$ cat config.mk
export PLATFORM = sky130hd
export DESIGN_NAME = jls_ram
export DESIGN_NICKNAME = d
export VERILOG_FILES = /design/src/rtl/core/jls_ram.sv
export SDC_FILE = /design/constraint.sdc
export NUM_CORES = 1
export LEC_CHECK = 0
export ABC_AREA = 1
export BUFFER_PORTS_ARGS = -buffer_cell sky130_fd_sc_hd__buf_2
export CORE_ASPECT_RATIO = 1.4
export CORE_UTILIZATION = 54
export DETAILED_ROUTE_END_ITERATION = 10
export GPL_TIMING_DRIVEN = 0
export HOLD_SLACK_MARGIN = 0.15
export PLACE_DENSITY_LB_ADDON = 0.08
export REMOVE_ABC_BUFFERS = 1
export SLEW_MARGIN = 20
export SYNTH_ARGS = -nofsm -noshare
export SYNTH_HDL_FRONTEND = slang
export SYNTH_SLANG_ARGS = --single-unit
$ cat constraint.sdc
create_clock -name clk_i -period 2.5 [get_ports clk_i]
set_input_delay 0.375 -clock clk_i [delete_from_list [all_inputs] [get_ports clk_i]]
set_output_delay 0.375 -clock clk_i [all_outputs]
set_load 0.005 [all_outputs]
$ cat src/rtl/core/jls_ram.sv
// Generic single-port-write, single-port-read RAM with registered read data.
// No dependencies.
module jls_ram #(
  parameter int Width = 32,
  parameter int Depth = 16
) (
  input  logic                     clk_i,
  input  logic                     we_i,
  input  logic [$clog2(Depth)-1:0] waddr_i,
  input  logic [Width-1:0]         wdata_i,
  input  logic [$clog2(Depth)-1:0] raddr_i,
  output logic [Width-1:0]         rdata_o
);
  logic [Width-1:0] mem_q [Depth];

  always_ff @(posedge clk_i) begin
    if (we_i) begin
      mem_q[waddr_i] <= wdata_i;
    end
    rdata_o <= mem_q[raddr_i];
  end
endmodule

==> flow_summary.ini, run 1 <==
[run_status]
status = complete, no violations

[floorplanning]
die_w_um = 175.4
rows = 88
initial_core_util_pct = 54.91
core-area_sq_um = 41400
ios = 74
die_y_um = 244.8
die-area_sq_um = 42930

[global_route]
grt_pass1_wl_mm = 79.56
antenna_found_initial = 2
grt_max_degree = 131
track_usage_pct = 24.81
first_global_vias = 14160
overflow = 0

[power]
pwr-share-clk_pct = 40.0
power.total_mw = 19.02
intPower_mw = 14.98
seq_power_share_pct = 53.8
netSwitchingPower_mw = 4.040
power_frac_comb_pct = 6.2
swShare_pct = 21.24
peakVddDrop_v = 0.0005828
p_per_area_nw_per_um2 = 734.2
power_leakage_nw = 11.02

[clocking]
cts-root-buf = clkbuf_16
numClockSinks = 544
postCtsSetupRepairBufs = 0
cts_tree = yes
cts_buffers = 50
cts.path.max_buffers = 3
htreeDepth = 2
clock_latency_ps = 570
cts.clk_slew.worst_paths_ps = 60

[setup_path]
cp_slowest_stage_delay_ps = 470
criticalPathCategory = in -> reg
worst_ep_arrival_time_ps = 2550
startpoint_type = primary input
endpoint_kind = register
critPathBufInv = 4
reg2reg_slack_ps = 1440
critPathSlowestCell = buf_16
crit_path_max_fanout = 130
cp_top_family = buffers and inverters
crit_path_frequent_cell = nand3_1
critical_path.cell_chain = buf_8, buf_16, inv_12, buf_16, nand2_1, nand3_1, nand3_1, nand3_1, nand2_1
cp.required_ps = 2950

[synthesis]
synth.top_cell.area_share_pct = 67.64
syn-mean-instance-area_sq_um = 10.72
synth_area_leaders = edfxtp_1 68%, nand2_1 11%, nand3_1 8.5%
synth-edff-count = 512
yosys_warnings = 0
async_reset_ff_share_pct = 0
yosysUniqueCellTypes = 15
synth_cells = 2120
ys_seq_area_share_pct = 70.46
netlist_area_sq_um = 22730
synth_seq_cells = 544
synth_ff_type = edfxtp_1
yosys.area.top_type = edfxtp_1

[drt]
wl_met2_mm = 27.75
routed_wl_mm = 52.09
via_count = 14600
top_layer = met5
dr.pass1.iters = 5
via_per_inst = 5.284
postRouteAntennaNets = 0
drc = 0
wire_per_inst_um = 18.85
drt_iter0_drc = 1155
wl_met1_mm = 20.27
dr_wl_met3_mm = 2.509

[timing]
setup_viol_count_final = 0
tightest_slew_ps = 1154
fin_crit_ps = 2101
hold_ws_ps = 174.8
relSlewSlack_pct = 23.08
skew_ps = 11.32
report.final.hold_viol_count = 0
slew_violations = 0
max_freq_ghz = 0.4759
grt_setup_unrepaired = false
period_share_pct = 84.05

[final_layout]
area_growth_pct = 13.99
fin_cells = 2764
utilization_pct = 62.58
antennaDiodeCount = 0
drive_gt1_share_pct = 9.353
nets = 2224
final_cell_area_sq_um = 25910

[placed_design]
dpl_cell_area_sq_um = 24230
io_buffers = 73
dp_hpwl_mm = 29.19
place.gp.congestion = 0.7082
dp_cells = 2668

[flow_run]
drv_cap = 0

[worst_hold_path]
hold_path_class = in -> reg
## logic make-up after synthesis
group / after synthesis / share of synthesized area [%]
AND/OR/NAND/NOR: 1081 / 20.00
flip-flops: 544 / 70.46
buffers and inverters: 495 / 9.539
## per-layer routing
metal,vias up,global-route usage [%]
li1,6968,-
met1,7116,29.20
met2,396,46.02
met3,120,3.377
met4,4,8.696
met5,-,0
## cells in the final DEF, fill, tap and decap left out, drive strengths merged
cell type and instances:
buf 113, bufinv 3, clkbuf 76, clkinv 15, dfxtp 32, dlygate4sd3 2, edfxtp 512, inv 390
nand2 677, nand3 385, nand3b 2, nor2 17
## what timing repair did
action,in CTS,in global routing
resized for setup,0,0
endpoints found under the hold margin,32,0
hold buffers,2,0
## registers in the layout (all words and copies together), names as in the netlist
signal   count
rdata_o     32
mem_q      512
## worst paths after layout
path                  from          end  depth (start not counted)
max             raddr_i[0]   rdata_o[8]                          9
min             wdata_i[4]  mem_q[3][4]                          1
max reg2reg   mem_q[13][8]   rdata_o[8]                          6
min reg2reg  mem_q[11][13]  rdata_o[13]                          6
## cells in the mapped netlist (2+ instances only)
cell type,instances
buf_1,14
buf_2,41
buf_4,6
buf_6,29
clkbuf_1,14
dfxtp_1,32
edfxtp_1,512
inv_1,388
nand2_1,677
nand3_1,385
nand3b_1,2
nor2_1,17
## worst register-to-register path, delay by kind of cell (launching register included)
kind	cells	cell delay, ps
buf+inv	1	70
flops	1	370
simple gates	5	490
## through the flow
stage | setup TNS, ps | setup WS (ps)
3_5_place_dp | -1914 | -163.9
5_1_grt | 0 | 270.2
2_1_floorplan | -6813 | -214.0
4_1_cts | 0 | 387.8
6_report | 0 | 398.7
3_3_place_gp | -1208510 | -6334
## final cells by class
| class | count | area, sq um |
|---|---|---|
| sequential | 544 | 16020 |
| inverter | 390 | 1486 |
| tap | 540 | 675.6 |
| fill | 3307 | 15490 |
| clock buffer | 76 | 1493 |
| timing repair buffer | 115 | 1409 |
| multi-input combinational | 1081 | 4667 |
| clock inverter | 18 | 163.9 |
## power groups by stage
| stage | Clock [mW] | Sequential [mW] | Combinational (mW) |
|---|---|---|---|
| 2_1_floorplan | 0 | 10.4 | 0.534 |
| 3_3_place_gp | 0 | 10.4 | 1.13 |
| 3_5_place_dp | 0 | 10.4 | 1.19 |
| 4_1_cts | 7.73 | 10.2 | 1.19 |
| 5_1_grt | 8.03 | 10.3 | 1.31 |
| 6_report | 7.60 | 10.2 | 1.18 |
No activity file was read; power rests on OpenSTA's default activity.
==> run 2: changes to the inputs <==
--- a/config.mk
+++ b/config.mk
@@ -5,7 +5,7 @@
 export SDC_FILE = /design/constraint.sdc
 export NUM_CORES = 1
 export LEC_CHECK = 0
-export ABC_AREA = 1
+export ABC_AREA = 0
 export BUFFER_PORTS_ARGS = -buffer_cell sky130_fd_sc_hd__buf_2
 export CORE_ASPECT_RATIO = 1.4
 export CORE_UTILIZATION = 54
==> constraint.sdc (replaced) <==
create_clock -name clk_i -period 1.7 [get_ports clk_i]
set_input_delay 0.255 -clock clk_i [delete_from_list [all_inputs] [get_ports clk_i]]
set_output_delay 0.255 -clock clk_i [all_outputs]
set_load 0.005 [all_outputs]
==> run 2 against run 1 <==
Core utilization up 3.7 points. Register-to-register slack got worse by 1100 ps. Via count fell by 37%. Largest cell class unchanged.
==> flow_summary.ini, run 2 <==
[global_route]
grt_max_degree = 73
grt_pass1_wl_mm = 63.99
overflow = 0
use_met3_pct = 3.284
use_met2_pct = 43.45
antenna_found_initial = 0
grt_use_met1_pct = 31.21
track_usage_pct = 24.40
first_global_vias = 9944
grt-busiest-layer = met2

[power]
power_leakage_nw = 7.815
peakVddDrop_v = 0.0008413
p_per_area_nw_per_um2 = 1176

[floorplanning]
die_y_um = 228.9
initial_core_util_pct = 55.13
rows = 82
ios = 74
die-area_sq_um = 37550
die_w_um = 164.1
core-area_sq_um = 36010

[flow_run]
drv_cap = 0

[final_layout]
area_growth_pct = 20.22
drive_gt1_share_pct = 33.81
antennaDiodeCount = 0
utilization_pct = 66.28
layout_commonest_cell = edfxtp_1
reg.largest.list = mem_q x512, rdata_o x32
final_cell_mix = 512 x edfxtp_1, 128 x mux4_2, 71 x buf_2
largest_reg_flops = 512
nets = 1049
regMostFlops = mem_q

[synthesis]
async_reset_ff_share_pct = 0
synth-edff-count = 512
synth_ff_type = edfxtp_1
synth_fa_ha_area_share_pct = 0
synth_top_family_by_area = multiplexers
synth_xor_area_share_pct = 0
synth.top_cell.area_share_pct = 77.44
yosys.area.top_type = edfxtp_1
synth_cells = 838
yosys_warnings = 0
syn-mean-instance-area_sq_um = 23.69
synth_mux_area_share_pct = 14.52
synth_area_leaders = edfxtp_1 77%, mux4_2 15%, dfxtp_1 3.2%
synth_compound_area_share_pct = 2.420
yosysMostFrequentCell = edfxtp_1
ys_top_cells_by_count = 512 x edfxtp_1, 128 x mux4_2, 64 x a22oi_1
netlist_area_sq_um = 19850
yosys.area_share.simple_pct = 1.273
yosysUniqueCellTypes = 18
ys_seq_area_share_pct = 80.67
synth_seq_cells = 544

[setup_path]
reg2reg_to = rdata_o[31]
criticalPathCategory = in -> reg
crit_path_max_fanout = 13
endpoint_kind = register
cp.required_ps = 1960
worst_ep_arrival_time_ps = 1910
worst-r2r-cell-count = 3
reg2reg_slack_ps = 360
startpoint_type = primary input
critical_path.endpoint = mem_q[2][26]
cp-startpoint = waddr_i[2]
reg2reg_from = mem_q[2][31]

[timing]
relSlewSlack_pct = 47.81
tightest_slew_ps = 781.2
period_share_pct = 96.69
grt_setup_unrepaired = false
setup_viol_count_final = 0
hold_ws_ps = 194.5
max_freq_ghz = 0.6084
slew_violations = 0
skew_ps = 13.70
report.final.hold_viol_count = 0
fin_crit_ps = 1644

[clocking]
cts.path.max_buffers = 3
cts-root-buf = clkbuf_16
cts_tree = yes
cts_buffers = 49
htreeDepth = 2
cts.clk_slew.worst_paths_ps = 60
clock_latency_ps = 570
numClockSinks = 544

[drt]
routed_wl_mm = 43.39
drt_iter0_drc = 909
wire_per_inst_um = 28.75
postRouteAntennaNets = 0
drc = 0
dr.pass1.iters = 5
via_per_inst = 6.095
via_count = 9198

[worst_hold_path]
hold_start = waddr_i[1]
hold_path_class = in -> reg

[run_status]
status = complete, no violations

[placed_design]
place.gp.congestion = 0.6729
io_buffers = 73
dp_hpwl_mm = 26.91
## run 2: through the flow
stage	power (mW)	setup TNS (ps)	setup WS, ps	area [sq um]	cells
final	28.07	0	56.23	23870	1509
after detailed placement	16.74	-135720	-803.3	21750	1383
after global placement	16.60	-1740760	-4921	20570	1330
after global routing	28.85	0	41.33	23870	1509
after CTS	28.29	0	19.48	23860	1509
after floorplan	15.93	-428090	-1735	19630	795
## run 2: logic make-up after synthesis
| logic type | after synthesis |
|---|---|
| DFF | 544 |
| muxes | 128 |
| AOI/OAI and AO/OA | 64 |
| and+or+nand+nor | 59 |
| buffers and inverters | 43 |
## run 2: critical path, stage by stage
cell	delay, ps
buf_2	120
or3b_2	600
nor2_4	490
buf_16	230
buf_16	180
## run 2: final cells by class
type / count / area [sq um]
sequential: 544 / 16020
fill: 2254 / 12140
multi-input combinational: 251 / 3769
timing repair buffer: 161 / 1799
clock buffer: 63 / 1361
tap: 462 / 578.1
clock inverter: 28 / 345.3
## run 2: worst min path at each step
stage	to	cells after the start
after global routing	mem_q[4][24]	2
after detailed placement	mem_q[15][2]	1
after floorplan	mem_q[0][0]	0
after CTS	mem_q[4][24]	2
after global placement	mem_q[4][1]	1
final	mem_q[4][24]	2
## run 2: report_power, final
group          internal [mW]  switching [mW]
clock network           6.87            4.67
logic                  0.676           0.777
registers               15.0          0.0902
## run 2: timing repair
item | 4_1_cts | 5_1_grt
cloned | 2 | 0
hold buffers | 32 | 0
setup endpoints to repair | 22 | 22
endpoints found under the hold margin | 512 | 0
setup buffers | 1 | 0
resized for setup | 1 | 3
pin swaps | 1 | 0
## run 2: layer usage
metal,vias up,wire (um)
met5,-,0
met4,0,937
met3,73,2119
met2,276,23740
met1,4921,16590
li1,3928,-
